<file path="config.mk">
export PLATFORM = sky130hd
export DESIGN_NAME = cyclic_code_encoder_corrector
export DESIGN_NICKNAME = d
export VERILOG_FILES = /design/src/cce_pkg.sv /design/src/cce_ram.sv /design/src/cce_queue.sv /design/src/cce_front.sv /design/src/cce_back.sv /design/src/cyclic_code_encoder_corrector.sv
export VERILOG_INCLUDE_DIRS = /design/src /design/src/src
export SDC_FILE = /design/constraint.sdc
export NUM_CORES = 1
export LEC_CHECK = 0
export BUFFER_PORTS_ARGS = -buffer_cell sky130_fd_sc_hd__clkbuf_2
export CORE_MARGIN = 3
export CORE_UTILIZATION = 50
export DETAILED_ROUTE_END_ITERATION = 8
export PLACE_DENSITY = 0.66
export SLEW_MARGIN = 20
export SYNTH_ARGS = -nofsm -noshare
export SYNTH_HDL_FRONTEND = slang
export SYNTH_SLANG_ARGS = --single-unit
</file>
<file path="constraint.sdc">
create_clock -name clock -period 3.1 [get_ports clock]
set_input_delay 0.155 -clock clock [delete_from_list [all_inputs] [get_ports clock]]
set_output_delay 0.155 -clock clock [all_outputs]
set_load 0.05 [all_outputs]
</file>
<file path="src/assert_macros.svh">
// ----------------------------------------------------------------------------
// Assertion macros shared by the cyclic code unit.
// Each macro expands to one labeled concurrent assertion that is
// disabled while reset is high and reports through $error.
// ----------------------------------------------------------------------------
`ifndef ASSERT_MACROS_SVH
`define ASSERT_MACROS_SVH

// The property must hold at every rising clock edge.
`define ASSERT_ALWAYS(label, clk, rst, prop) \
   label: assert property (@(posedge clk) disable iff (rst) (prop)) \
      else $error("assertion failed");

// The condition must never be seen at a rising clock edge.
`define ASSERT_NEVER(label, clk, rst, cond) \
   label: assert property (@(posedge clk) disable iff (rst) !(cond)) \
      else $error("forbidden condition seen");

`endif

</file>
<file path="src/cce_pkg.sv">
// ----------------------------------------------------------------------------
// cce_pkg
// Shared constants, command and state types of the cyclic code encoder and
// single-error corrector.
// ----------------------------------------------------------------------------
`timescale 1ns / 1ps

package cce_pkg;

   // Code geometry.
   localparam int MAX_LEN    = 31;
   localparam int CHECK_BITS = 5;
   localparam int TAP_W      = 5;
   localparam logic [TAP_W-1:0] TAPS_RESET = 5'd23;

   // Bit counter saturates at its all-ones value.
   localparam int CNT_W  = 6;
   localparam int LEN_W  = $clog2(MAX_LEN + 1);
   localparam int ADDR_W = $clog2(MAX_LEN);
   localparam int CHK_W  = $clog2(CHECK_BITS + 1);

   // Command queue between the front and back parts.
   localparam int QDEPTH = 4;
   localparam int QIDX_W = $clog2(QDEPTH);
   localparam int QCNT_W = $clog2(QDEPTH + 1);

   typedef enum logic [1:0] {
      CMD_ENC_BIT  = 2'd0,
      CMD_ENC_LAST = 2'd1,
      CMD_DEC_WORD = 2'd2
   } cmd_kind_type;

   typedef struct packed {
      cmd_kind_type            kind;
      logic                    data_bit;
      logic                    failed;
      logic [CHECK_BITS-1:0]   remainder;
      logic [LEN_W-1:0]        len;
   } cmd_type;

   typedef enum logic [3:0] {
      ST_IDLE   = 4'b0001,
      ST_CHECK  = 4'b0010,
      ST_SEARCH = 4'b0100,
      ST_EMIT   = 4'b1000
   } back_state_type;

endpackage

</file>
<file path="src/cce_ram.sv">
// ----------------------------------------------------------------------------
// cce_ram
// Generic single-write, single-read RAM with a registered read port.
// ----------------------------------------------------------------------------
`timescale 1ns / 1ps

module cce_ram #(
   parameter int WIDTH = 1,
   parameter int DEPTH = 31
) (
   input  logic                     clock,
   input  logic                     wr_en,
   input  logic [$clog2(DEPTH)-1:0] wr_addr,
   input  logic [WIDTH-1:0]         wr_data,
   input  logic [$clog2(DEPTH)-1:0] rd_addr,
   output logic [WIDTH-1:0]         rd_data
);

   logic [WIDTH-1:0] mem_ff [DEPTH];
   logic [WIDTH-1:0] rd_data_ff;

   // Write port and registered read port.
   always_ff @(posedge clock) begin
      if (wr_en) begin
         mem_ff[wr_addr] <= wr_data;
      end
      rd_data_ff <= mem_ff[rd_addr];
   end

   assign rd_data = rd_data_ff;

endmodule

</file>
<file path="src/cce_queue.sv">
// ----------------------------------------------------------------------------
// cce_queue
// Short command queue that decouples request intake from result output.
// ----------------------------------------------------------------------------
`timescale 1ns / 1ps
`include "assert_macros.svh"

module cce_queue
   import cce_pkg::*;
(
   input  logic    clock,
   input  logic    reset,
   input  logic    push,
   input  cmd_type push_cmd,
   output logic    full,
   input  logic    pop,
   output logic    valid,
   output cmd_type head
);

   cmd_type           entry_ff [QDEPTH];
   logic [QIDX_W-1:0] wr_ptr_ff, wr_ptr_in;
   logic [QIDX_W-1:0] rd_ptr_ff, rd_ptr_in;
   logic [QCNT_W-1:0] count_ff, count_in;

   assign full  = (count_ff == QCNT_W'(QDEPTH));
   assign valid = (count_ff != '0);
   assign head  = entry_ff[rd_ptr_ff];

   // Pointer and fill count update.
   always_comb begin
      wr_ptr_in = push ? wr_ptr_ff + 1'b1 : wr_ptr_ff;
      rd_ptr_in = pop ? rd_ptr_ff + 1'b1 : rd_ptr_ff;
      count_in  = count_ff;
      if (push && !pop) begin
         count_in = count_ff + 1'b1;
      end else if (pop && !push) begin
         count_in = count_ff - 1'b1;
      end
   end

   always_ff @(posedge clock) begin
      if (reset) begin
         wr_ptr_ff <= '0;
         rd_ptr_ff <= '0;
         count_ff  <= '0;
      end else begin
         wr_ptr_ff <= wr_ptr_in;
         rd_ptr_ff <= rd_ptr_in;
         count_ff  <= count_in;
      end
   end

   // Command storage needs no reset.
   always_ff @(posedge clock) begin
      if (push) begin
         entry_ff[wr_ptr_ff] <= push_cmd;
      end
   end

   `ASSERT_NEVER(a_queue_no_overflow, clock, reset, push && full && !pop)
   `ASSERT_NEVER(a_queue_no_underflow, clock, reset, pop && !valid)

endmodule

</file>
<file path="src/cce_front.sv">
// ----------------------------------------------------------------------------
// cce_front
// Request intake: runs the remainder division, stores received bits and
// turns each request into a command for the output side.
// ----------------------------------------------------------------------------
`timescale 1ns / 1ps
`include "assert_macros.svh"

module cce_front
   import cce_pkg::*;
(
   input  logic              clock,
   input  logic              reset,
   input  logic              start,
   output logic              busy,
   input  logic              req_mode,
   input  logic              req_data_bit,
   input  logic              req_last_in,
   input  logic [TAP_W-1:0]  taps,
   input  logic              q_full,
   output logic              push,
   output cmd_type           push_cmd,
   output logic              wr_en,
   output logic [ADDR_W-1:0] wr_addr,
   output logic              wr_data,
   input  logic              word_done
);

   logic [CHECK_BITS-1:0] rem_ff, rem_in;
   logic [CNT_W-1:0]      cnt_ff, cnt_in;
   logic                  ovf_ff, ovf_in;
   logic                  hold_ff, hold_in;

   logic                  accept;
   logic [CHECK_BITS-1:0] poly;
   logic                  feedback;
   logic [CHECK_BITS-1:0] enc_rem;
   logic [CHECK_BITS-1:0] dec_rem;
   logic                  enc_ovf;
   logic                  dec_ovf;
   logic                  ovf_new;
   logic [CNT_W-1:0]      cnt_new;
   logic [LEN_W-1:0]      word_len;

   // A decoded word holds off intake until its bits have been read back.
   assign busy   = q_full | hold_ff;
   assign accept = start & ~busy;

   // Division step for both modes.
   always_comb begin
      poly     = CHECK_BITS'(taps);
      feedback = req_data_bit ^ rem_ff[CHECK_BITS-1];
      enc_rem  = (rem_ff << 1) ^ ({CHECK_BITS{feedback}} & poly);
      dec_rem  = ((rem_ff << 1) | CHECK_BITS'(req_data_bit))
                 ^ ({CHECK_BITS{rem_ff[CHECK_BITS-1]}} & poly);
      enc_ovf  = (({1'b0, cnt_ff} + (CNT_W + 1)'(CHECK_BITS)) >= (CNT_W + 1)'(MAX_LEN));
      dec_ovf  = (cnt_ff >= CNT_W'(MAX_LEN));
      ovf_new  = ovf_ff | (req_mode ? dec_ovf : enc_ovf);
      cnt_new  = (cnt_ff == '1) ? cnt_ff : cnt_ff + 1'b1;
      word_len = (cnt_new >= CNT_W'(MAX_LEN)) ? LEN_W'(MAX_LEN) : LEN_W'(cnt_new);
   end

   // Bit store write.
   assign wr_en   = accept & (cnt_ff < CNT_W'(MAX_LEN));
   assign wr_addr = ADDR_W'(cnt_ff);
   assign wr_data = req_data_bit;

   // Command toward the output side.
   always_comb begin
      push               = accept & (~req_mode | req_last_in);
      push_cmd.data_bit  = req_data_bit;
      push_cmd.failed    = ovf_new;
      push_cmd.len       = word_len;
      if (req_mode) begin
         push_cmd.kind      = CMD_DEC_WORD;
         push_cmd.remainder = dec_rem;
      end else begin
         push_cmd.kind      = req_last_in ? CMD_ENC_LAST : CMD_ENC_BIT;
         push_cmd.remainder = enc_rem;
      end
   end

   // Running word state; the final bit returns it to zero.
   always_comb begin
      rem_in  = rem_ff;
      cnt_in  = cnt_ff;
      ovf_in  = ovf_ff;
      hold_in = hold_ff;
      if (accept) begin
         if (req_last_in) begin
            rem_in = '0;
            cnt_in = '0;
            ovf_in = 1'b0;
         end else begin
            rem_in = req_mode ? dec_rem : enc_rem;
            cnt_in = cnt_new;
            ovf_in = ovf_new;
         end
      end
      if (accept && req_mode && req_last_in) begin
         hold_in = 1'b1;
      end else if (word_done) begin
         hold_in = 1'b0;
      end
   end

   always_ff @(posedge clock) begin
      if (reset) begin
         rem_ff  <= '0;
         cnt_ff  <= '0;
         ovf_ff  <= 1'b0;
         hold_ff <= 1'b0;
      end else begin
         rem_ff  <= rem_in;
         cnt_ff  <= cnt_in;
         ovf_ff  <= ovf_in;
         hold_ff <= hold_in;
      end
   end

   `ASSERT_NEVER(a_front_no_write_during_readout, clock, reset, hold_ff && wr_en)
   `ASSERT_ALWAYS(a_front_done_only_when_held, clock, reset, word_done |-> hold_ff)

endmodule

</file>
<file path="src/cce_back.sv">
// ----------------------------------------------------------------------------
// cce_back
// Output side: emits encoded bits and check bits, runs the single-error
// position search and plays back the corrected word from the bit store.
// ----------------------------------------------------------------------------
`timescale 1ns / 1ps

module cce_back
   import cce_pkg::*;
(
   input  logic              clock,
   input  logic              reset,
   input  logic [TAP_W-1:0]  taps,
   input  logic              q_valid,
   input  cmd_type           q_head,
   output logic              pop,
   output logic [ADDR_W-1:0] rd_addr,
   input  logic              rd_data,
   output logic              word_done,
   output logic              rsp_strobe,
   output logic              rsp_code_bit,
   output logic              rsp_last_out,
   output logic              rsp_corrected,
   output logic              rsp_failed
);

   back_state_type        state_ff, state_in;
   logic [CHECK_BITS-1:0] chk_ff, chk_in;
   logic [CHK_W-1:0]      kcnt_ff, kcnt_in;
   logic                  fail_ff, fail_in;
   logic                  corr_ff, corr_in;
   logic [CHECK_BITS-1:0] syn_ff, syn_in;
   logic [CHECK_BITS-1:0] err_ff, err_in;
   logic [ADDR_W-1:0]     pos_ff, pos_in;
   logic [ADDR_W-1:0]     lastpos_ff, lastpos_in;
   logic [ADDR_W-1:0]     flip_ff, flip_in;
   logic                  found_ff, found_in;
   logic [ADDR_W-1:0]     rd_idx_ff, rd_idx_in;
   logic                  issue_ff, issue_in;
   logic [ADDR_W-1:0]     issue_idx_ff, issue_idx_in;
   logic                  strobe_ff, strobe_in;
   logic                  bit_ff, bit_in;
   logic                  lo_ff, lo_in;
   logic                  co_ff, co_in;
   logic                  fo_ff, fo_in;

   logic [CHECK_BITS-1:0] poly;
   logic [CHECK_BITS-1:0] err_step;
   logic                  match;
   logic [ADDR_W-1:0]     head_lastpos;

   assign rd_addr = rd_idx_ff;

   always_comb begin
      state_in     = state_ff;
      pop          = 1'b0;
      word_done    = 1'b0;
      chk_in       = chk_ff;
      kcnt_in      = kcnt_ff;
      fail_in      = fail_ff;
      corr_in      = corr_ff;
      syn_in       = syn_ff;
      err_in       = err_ff;
      pos_in       = pos_ff;
      lastpos_in   = lastpos_ff;
      flip_in      = flip_ff;
      found_in     = found_ff;
      rd_idx_in    = rd_idx_ff;
      issue_in     = 1'b0;
      issue_idx_in = issue_idx_ff;
      strobe_in    = 1'b0;
      bit_in       = bit_ff;
      lo_in        = lo_ff;
      co_in        = co_ff;
      fo_in        = fo_ff;

      // Error pattern syndrome for the next lower position: x times the current one.
      poly         = CHECK_BITS'(taps);
      err_step     = (err_ff << 1) ^ ({CHECK_BITS{err_ff[CHECK_BITS-1]}} & poly);
      match        = (err_ff == syn_ff);
      head_lastpos = ADDR_W'(q_head.len - 1'b1);

      // Store read data comes from a registered read port; flip the chosen bit.
      if (issue_ff) begin
         strobe_in = 1'b1;
         bit_in    = rd_data ^ (corr_ff & (issue_idx_ff == flip_ff));
         lo_in     = (issue_idx_ff == lastpos_ff);
         co_in     = corr_ff;
         fo_in     = fail_ff;
      end

      case (state_ff)
         ST_IDLE: begin
            // Wait for the playback stage to drain so results never collide.
            if (q_valid && !issue_ff) begin
               pop = 1'b1;
               case (q_head.kind)
                  CMD_ENC_BIT: begin
                     strobe_in = 1'b1;
                     bit_in    = q_head.data_bit;
                     lo_in     = 1'b0;
                     co_in     = 1'b0;
                     fo_in     = q_head.failed;
                  end
                  CMD_ENC_LAST: begin
                     strobe_in = 1'b1;
                     bit_in    = q_head.data_bit;
                     lo_in     = 1'b0;
                     co_in     = 1'b0;
                     fo_in     = q_head.failed;
                     chk_in    = q_head.remainder;
                     kcnt_in   = CHK_W'(CHECK_BITS - 1);
                     fail_in   = q_head.failed;
                     state_in  = ST_CHECK;
                  end
                  CMD_DEC_WORD: begin
                     lastpos_in = head_lastpos;
                     syn_in     = q_head.remainder;
                     rd_idx_in  = '0;
                     if ((q_head.remainder != '0) && !q_head.failed) begin
                        err_in   = CHECK_BITS'(1);
                        pos_in   = head_lastpos;
                        found_in = 1'b0;
                        state_in = ST_SEARCH;
                     end else begin
                        corr_in  = 1'b0;
                        fail_in  = q_head.failed;
                        state_in = ST_EMIT;
                     end
                  end
                  default: begin
                     pop = 1'b1;
                  end
               endcase
            end
         end
         ST_CHECK: begin
            // Check bits, most significant first.
            strobe_in = 1'b1;
            bit_in    = chk_ff[CHECK_BITS-1];
            lo_in     = (kcnt_ff == '0);
            co_in     = 1'b0;
            fo_in     = fail_ff;
            chk_in    = chk_ff << 1;
            kcnt_in   = kcnt_ff - 1'b1;
            if (kcnt_ff == '0) begin
               state_in = ST_IDLE;
            end
         end
         ST_SEARCH: begin
            // Walk from the last position to the first; the earliest match wins.
            if (match) begin
               flip_in  = pos_ff;
               found_in = 1'b1;
            end
            err_in = err_step;
            pos_in = pos_ff - 1'b1;
            if (pos_ff == '0) begin
               corr_in  = found_ff | match;
               fail_in  = ~(found_ff | match);
               state_in = ST_EMIT;
            end
         end
         ST_EMIT: begin
            // One store read per cycle.
            issue_in     = 1'b1;
            issue_idx_in = rd_idx_ff;
            rd_idx_in    = rd_idx_ff + 1'b1;
            if (rd_idx_ff == lastpos_ff) begin
               word_done = 1'b1;
               state_in  = ST_IDLE;
            end
         end
         default: begin
            state_in = ST_IDLE;
         end
      endcase
   end

   // Control registers.
   always_ff @(posedge clock) begin
      if (reset) begin
         state_ff  <= ST_IDLE;
         issue_ff  <= 1'b0;
         strobe_ff <= 1'b0;
      end else begin
         state_ff  <= state_in;
         issue_ff  <= issue_in;
         strobe_ff <= strobe_in;
      end
   end

   // Working and payload registers.
   always_ff @(posedge clock) begin
      chk_ff       <= chk_in;
      kcnt_ff      <= kcnt_in;
      fail_ff      <= fail_in;
      corr_ff      <= corr_in;
      syn_ff       <= syn_in;
      err_ff       <= err_in;
      pos_ff       <= pos_in;
      lastpos_ff   <= lastpos_in;
      flip_ff      <= flip_in;
      found_ff     <= found_in;
      rd_idx_ff    <= rd_idx_in;
      issue_idx_ff <= issue_idx_in;
      bit_ff       <= bit_in;
      lo_ff        <= lo_in;
      co_ff        <= co_in;
      fo_ff        <= fo_in;
   end

   assign rsp_strobe    = strobe_ff;
   assign rsp_code_bit  = bit_ff;
   assign rsp_last_out  = lo_ff;
   assign rsp_corrected = co_ff;
   assign rsp_failed    = fo_ff;

endmodule

</file>
<file path="src/cyclic_code_encoder_corrector.sv">
// An encoded bit passes through the command queue and the output register; the 5 check bits follow.
// A decoded word passes through the command queue, then a search of one step per position if the
// syndrome is nonzero, then the store reads and the output register, one bit per cycle.
// Throughput: one request per cycle until the 4-entry command queue fills; none from a
// decoded word's final bit until its last store read. Results cannot be held off.
// Reset is synchronous; it clears control state and sets the generator taps to 23.
// ----------------------------------------------------------------------------
// cyclic_code_encoder_corrector
// Bit-serial systematic encoder and single-error corrector for a binary
// cyclic code with a programmable generator polynomial.
// ----------------------------------------------------------------------------
`timescale 1ns / 1ps

module cyclic_code_encoder_corrector
   import cce_pkg::*;
(
   input  logic             clock,
   input  logic             reset,
   input  logic             start,
   output logic             busy,
   input  logic             req_mode,
   input  logic             req_data_bit,
   input  logic             req_last_in,
   output logic             rsp_strobe,
   output logic             rsp_code_bit,
   output logic             rsp_last_out,
   output logic             rsp_corrected,
   output logic             rsp_failed,
   input  logic             csr_valid,
   output logic             csr_ready,
   input  logic [TAP_W-1:0] csr_generator_taps
);

   logic [TAP_W-1:0]  taps_ff, taps_in;
   logic              q_full;
   logic              push;
   cmd_type           push_cmd;
   logic              pop;
   logic              q_valid;
   cmd_type           q_head;
   logic              wr_en;
   logic [ADDR_W-1:0] wr_addr;
   logic              wr_data;
   logic [ADDR_W-1:0] rd_addr;
   logic              rd_data;
   logic              word_done;

   // Generator register; writes are always taken.
   assign csr_ready = 1'b1;
   assign taps_in   = (csr_valid && csr_ready) ? csr_generator_taps : taps_ff;

   always_ff @(posedge clock) begin
      if (reset) begin
         taps_ff <= TAPS_RESET;
      end else begin
         taps_ff <= taps_in;
      end
   end

   // Request intake and division.
   cce_front u_front (
      .clock        (clock),
      .reset        (reset),
      .start        (start),
      .busy         (busy),
      .req_mode     (req_mode),
      .req_data_bit (req_data_bit),
      .req_last_in  (req_last_in),
      .taps         (taps_ff),
      .q_full       (q_full),
      .push         (push),
      .push_cmd     (push_cmd),
      .wr_en        (wr_en),
      .wr_addr      (wr_addr),
      .wr_data      (wr_data),
      .word_done    (word_done)
   );

   // Command queue.
   cce_queue u_queue (
      .clock    (clock),
      .reset    (reset),
      .push     (push),
      .push_cmd (push_cmd),
      .full     (q_full),
      .pop      (pop),
      .valid    (q_valid),
      .head     (q_head)
   );

   // Received word store.
   cce_ram #(
      .WIDTH (1),
      .DEPTH (MAX_LEN)
   ) u_store (
      .clock   (clock),
      .wr_en   (wr_en),
      .wr_addr (wr_addr),
      .wr_data (wr_data),
      .rd_addr (rd_addr),
      .rd_data (rd_data)
   );

   // Output side.
   cce_back u_back (
      .clock         (clock),
      .reset         (reset),
      .taps          (taps_ff),
      .q_valid       (q_valid),
      .q_head        (q_head),
      .pop           (pop),
      .rd_addr       (rd_addr),
      .rd_data       (rd_data),
      .word_done     (word_done),
      .rsp_strobe    (rsp_strobe),
      .rsp_code_bit  (rsp_code_bit),
      .rsp_last_out  (rsp_last_out),
      .rsp_corrected (rsp_corrected),
      .rsp_failed    (rsp_failed)
   );

endmodule

</file>
==> run summary, run 1 <==
Slew Viols, Final -> 0
Reg clk slew, reported paths -> 0.06 ns
TritonRoute pass-1 iters -> 5
Remaining global-route overflow -> 0
Core Area -> 14,800 sq um
Routed wire length -> 15,300 microns
Most frequent cells in the layout -> 133 x edfxtp_1, 74 x nor2_1, 62 x nand2_1
Ys async rst share -> 0
Sum Neg Setup Slack -> 0 ns
Sequential-to-total area share from yosys stat -> 0.615
Final setup violation count -> 0
Number of remaining DRC errors -> 0
Critical Path Max Stage Delay -> 0.41 ns
Total global-route track usage -> 0.195
Post-DR vias/cell -> 5.69
Flops & latches, synth -> 171
Post-CTS Setup Inserts -> 0
CP cell instances -> nor2_1, a211o_1, a21oi_2, ha_1, inv_1, fa_1, xor2_1, or3_1, a21oi_1
Final Util -> 0.585
Worst Skew -> 0.00545 ns
Iter 0 DRT Violations -> 470
Synthesized net count -> 641
GPL Wtd Cong -> 0.843
Final hold viol count -> 0
H-tree lvl count -> 4
Antenna violations before repair -> 0
Synth Flop Type -> edfxtp_1
CTS tree -> yes
Post-synthesis cell type count -> 60
Vias after detailed routing -> 4,743
Crit path max fanout -> 7
Cell row count -> 44
Clk_lat worst skew -> 0.42 ns
Antenna cell count -> 0
Post-synthesis area per instance -> 12.7 sq um
Crit path from -> u_queue.count_ff[0]$_SDFFE_PP0P_
Reg2Reg Launch Point -> u_queue.count_ff[0]$_SDFFE_PP0P_
Yosys warns -> 0
Die span in x -> 130 microns
Minimum clock period -> 2.45 ns
DRT antenna net count -> 0
Crit path arrival time -> 2.81 ns
Sink Count -> 171
Area Overhead vs Synth -> 12.0%
Critical path launch point type -> register
First-pass GRT wire length -> 25,000 microns
Layout cells sized above 1 -> 0.151
Root Buffer -> clkbuf_16
Per-cell routed wire length -> 18.3 microns
Commonest non-fill, non-tap cell in the layout -> edfxtp_1
DPL Wire Length -> 10,600 microns
Pwr dens -> 780 nW/um^2
RSZ-0062 raised after global routing -> false
Syn Inst Count -> 609
Cell area after synthesis -> 7740 sq um
Worst-case clock buffer depth -> 2
Starting Density -> 0.522
Max-Cap Viols -> 0
Die area -> 17,000 sq um
Worst EP required -> 3.46 ns
Peak supply drop -> 0.000523 V
Critical path capture point type -> register
Total CTS buffers -> 17
Post-synth EDFFs -> 133
Fmax achieved -> 408 MHz
Slowest library cell on the worst path -> dfxtp_1
Die Height -> 130 microns
Static Leak -> 3.10 nW
Final #Nets -> 668
WS Path Type -> reg2reg
PortBufs -> 17
Worst-Margin Slew -> 0.788 ns
Post-route clock period utilization -> 0.790
Ports -> 19
Headroom to the max-slew limit -> 0.475
Worst hold start -> csr_valid
Hold crit path type -> in2reg
Status -> complete, no violations
Number of global-route vias before repair -> 4,740
Pin count of the biggest net entering global routing -> 38
## worst paths after layout
path                                                          to  slack [ns]  depth (start not counted)
worst min register to register       u_back.rsp_last_out$_DFF_P_        0.46                          2
worst min-delay path                     taps_ff[4]$_SDFFE_PP1P_        0.06                          2
worst max register to register  u_queue.count_ff[2]$_SDFFE_PP0P_        0.65                          9
worst max-delay path            u_queue.count_ff[2]$_SDFFE_PP0P_        0.65                          9
## Yosys cell counts, types with 4 or more instances
library cell	n	area [sq um]
a21oi_1	28	140
a31oi_1	4	25.0
and2_1	7	43.8
and3_1	4	25.0
clkbuf_1	19	71.3
dfxtp_1	38	761
edfxtp_1	133	3990
ha_1	19	238
inv_1	23	86.3
inv_2	5	18.8
mux2i_1	6	60.1
mux4_2	23	518
nand2_1	62	233
nand2b_1	4	25.0
nand3_1	9	45.0
nand3b_1	7	52.6
nor2_1	74	278
nor3_1	12	60.1
o211ai_1	7	52.6
o21ai_0	11	55.1
o21ai_1	8	40.0
or2_1	5	31.3
xnor2_1	20	175
xor2_1	23	201
## cell type report
type | instances | area [sq um]
Clock inverter | 9 | 81.3
Fill cell | 1173 | 6140
Multi-Input combinational cell | 385 | 2760
Timing Repair Buffer | 33 | 218
Clock buffer | 23 | 520
Tap cell | 184 | 230
Sequential cell | 171 | 4750
Inverter | 28 | 105
## power by group
part / switching (mW) / leakage, nW / total, mW / internal, mW
clock: 0.853 / 0.300 / 2.12 / 1.26
sequential: 0.202 / 1.52 / 3.02 / 2.82
combinational: 0.965 / 1.27 / 1.62 / 0.654
## flip-flops by register name, summed over array words and instances (netlist names), 4 cells and up, named ones only
register / flops
u_back.chk_ff: 5
taps_ff: 5
u_back.rd_addr: 5
u_queue.entry_ff: 56
u_back.err_ff: 5
u_store.mem_ff: 31
u_back.flip_ff: 5
u_back.syn_ff: 5
u_back.state_ff: 4
u_back.pos_ff: 5
u_back.issue_idx_ff: 5
u_back.lastpos_ff: 5
u_front.cnt_ff: 6
u_front.rem_ff: 5
## cells by family after synthesis
logic type,after synthesis,share of synthesized area
xor+xnor,43,0.0487
other cells,1,0.000485
flops,171,0.615
compound gates,82,0.0655
buf+inv,53,0.0301
fa+ha+maj,20,0.0333
mux,30,0.0762
simple gates,209,0.131
## critical path, delay by kind of cell, from the launching register on
kind                       cells  cell delay, ns
AOI/OAI and AO/OA              3            0.71
buffers and inverters          1            0.06
DFF                            1            0.41
xor gates and xnor gates       1            0.17
and+or+nand+nor                2            0.41
adders and majority gates      2            0.61
## what timing repair did
item,CTS,global route
gates resized for setup,0,0
hold buffers,5,0
hold endpoints to repair,5,0
## routing by layer
metal,global-route usage,share of wire,up-vias
li1,-,-,2258
met1,0.275,0.46,2323
met2,0.301,0.48,137
met3,0.0394,0.046,25
met4,0.0768,0.020,0
met5,0,0,-
## through the flow
stage | cell area [sq um] | instances | power (mW) | setup WS, ns | hold WS, ns
CTS | 8660 | 833 | 6.80 | 0.631 | 0.0519
detailed placement | 8010 | 796 | 4.68 | 0.637 | 0.385
floorplan | 7740 | 609 | 4.25 | 0.651 | 0.254
global route | 8660 | 833 | 7.10 | 0.345 | 0.0715
finish | 8660 | 833 | 6.76 | 0.651 | 0.0596
global placement | 8010 | 796 | 4.63 | 0.699 | 0.369
Note: power is estimated with default switching activity, not from simulation.
==> inputs of run 2 (changes only) <==
Settings changed: PLACE_DENSITY 0.66 to 0.69.
Clock period 3.1 ns to 2.2 ns, I/O delays scaled along.
==> run 2 against run 1 <==
Effect of this change: routed wire length increased by 1.1%; setup slack worse by 0.60 ns; global-route usage is 0.19 points lower; cell count is 6.0% higher; via count is 3.0% higher; critical path type unchanged; critical endpoint is now u_back.fail_ff$_DFFE_PP_; highest routed layer unchanged.
==> run summary, run 2 (same netlist as run 1, synthesis figures left out) <==
DPL Wire Length -> 11,100 microns
Sink Count -> 171
Post-DR vias/cell -> 5.53
Seq pwr share -> 0.438
PortBufs -> 17
Internal Pwr Total -> 6.73 mW
Ports -> 19
Logic pwr share -> 0.289
Antenna cell count -> 0
Root Buffer -> clkbuf_16
Commonest non-fill, non-tap cell in the layout -> edfxtp_1
Pin count of the biggest net entering global routing -> 25
Status -> complete, no violations
CP Buf/Inv Count -> 3
Post-route clock period utilization -> 0.977
H-tree lvl count -> 4
Final hold viol count -> 0
Register Area -> 4770 sq um
Sum Neg Setup Slack -> 0 ns
Vias after detailed routing -> 4,887
Final setup violation count -> 0
Max-Cap Viols -> 0
CP cell instances -> buf_12, mux4_2, inv_2, ha_4, inv_2, o31a_1, nor2_2, and2_1
Number of global-route vias before repair -> 4,804
Placed cell area -> 8360 sq um
Fill cells -> 1,080
Per-cell routed wire length -> 17.5 microns
Switching part of the total power -> 0.305
Final #Nets -> 718
Critical path capture point type -> register
Peak supply drop -> 0.000656 V
Multi-input logic area -> 2840 sq um
Worst EP required -> 2.35 ns
Headroom to the max-slew limit -> 0.585
Minimum clock period -> 2.15 ns
Number of remaining DRC errors -> 0
Critical Path Max Stage Delay -> 0.52 ns
Inst Count DP -> 837
Worst Skew -> 0.00752 ns
Core Area -> 14,800 sq um
Routed wire length -> 15,400 microns
Final instance area -> 9100 sq um
Area Overhead vs Synth -> 17.7%
Cell row count -> 44
Iter 0 DRT Violations -> 457
Remaining global-route overflow -> 0
CTS tree -> yes
Starting Density -> 0.522
Static Leak -> 3.31 nW
Slew Viols, Final -> 0
Sw Pwr -> 2.95 mW
Die span in x -> 130 microns
DRT antenna net count -> 0
Crit path arrival time -> 2.29 ns
Clock power frac -> 0.274
Reg clk slew, reported paths -> 0.06 ns
Regs by FF count -> u_queue.entry_ff x56, u_store.mem_ff x31, u_front.cnt_ff x6
Critical path launch point type -> register
First-pass GRT wire length -> 24,800 microns
Die Height -> 130 microns
Die area -> 17,000 sq um
WS Path Type -> reg2reg
Layout Cells excl Fill -> 883
Layout cells sized above 1 -> 0.239
Fmax achieved -> 465 MHz
Total CTS buffers -> 17
Crit path max fanout -> 5
Worst-case clock buffer depth -> 2
Most flop-heavy register -> u_queue.entry_ff
Antenna violations before repair -> 0
Final Util -> 0.615
TritonRoute pass-1 iters -> 5
Total global-route track usage -> 0.193
Hold crit path type -> in2reg
Worst path top cell family by delay -> multiplexers
Pwr dens -> 1060 nW/um^2
Slowest library cell on the worst path -> mux4_2
Worst-Margin Slew -> 0.620 ns
GPL Wtd Cong -> 0.877
Total power -> 9.68 mW
Clk_lat worst skew -> 0.43 ns
RSZ-0062 raised after global routing -> true
Largest register FFs -> 56
Crit-path most repeated cell -> inv_2
Most frequent cells in the layout -> 133 x edfxtp_1, 69 x nor2_1, 62 x nand2_1
[run 2: cell count changes in the layout (fill, tap and decap cells not counted), sizes merged]
cell	change
inv	-1
buf	+48
clkinvlp	+2
clkinv	+3
dlygate4sd3	+1
bufinv	-1
clkbuf	-2
[run 2: power by group through the flow]
stage          Combinational [mW]  Sequential [mW]  Clock [mW]
6_report                     2.79             4.24        2.65
5_1_grt                      3.07             4.28        2.84
4_1_cts                      2.65             4.23        2.69
3_5_place_dp                 2.55             4.30           0
3_3_place_gp                 2.48             4.27           0
2_1_floorplan                1.70             4.32           0
[run 2: area by class of cell]
class | instances | share of cell area
sequential | 171 | 0.524
tap | 184 | 0.0253
inverter | 28 | 0.0115
clock buffer | 20 | 0.0491
multi-input combinational | 385 | 0.312
clock inverter | 12 | 0.00825
timing repair buffer | 83 | 0.0696
[run 2: through the flow]
stage | hold WS (ns) | worst slack [ns]
floorplan | 0.209 | 0.00127
global placement | 0.332 | 0.0327
detailed placement | 0.334 | -0.0578
CTS | 0.00236 | 0.0000124
global route | 0.0177 | -0.0408
finish | 0.0285 | 0.0511
[run 2: worst register-to-register path, stage by stage (launching register included)]
cell	delay [ns]
dfxtp_4	0.37
buf_12	0.12
mux4_2	0.53
inv_2	0.10
ha_4	0.13
inv_2	0.03
o31a_1	0.30
nor2_2	0.14
and2_1	0.15
[run 2: metal layers]
metal,GRT usage,share of wire
met1,0.267,0.46
met2,0.308,0.48
met3,0.0398,0.039
met4,0.0678,0.016
met5,0,0
[run 2: timing repair]
item	4_1_cts	5_1_grt
hold buffers	6	0
setup endpoints to repair	14	50
endpoints found under the hold margin	6	0
buffers inserted	4	3
resized for setup	6	20
pin swaps	3	2
gates cloned	0	1
[run 2: path summary, 6_finish.rpt]
path	start	to	slack, ns	cells after the start
worst min register to register	u_back.fail_ff$_DFFE_PP_	u_back.rsp_failed$_DFF_P_	0.46	2
worst min-delay path	csr_valid	taps_ff[4]$_SDFFE_PP1P_	0.03	2
worst max register to register	register	u_back.fail_ff$_DFFE_PP_	0.05	8
worst max-delay path	register	u_back.fail_ff$_DFFE_PP_	0.05	8
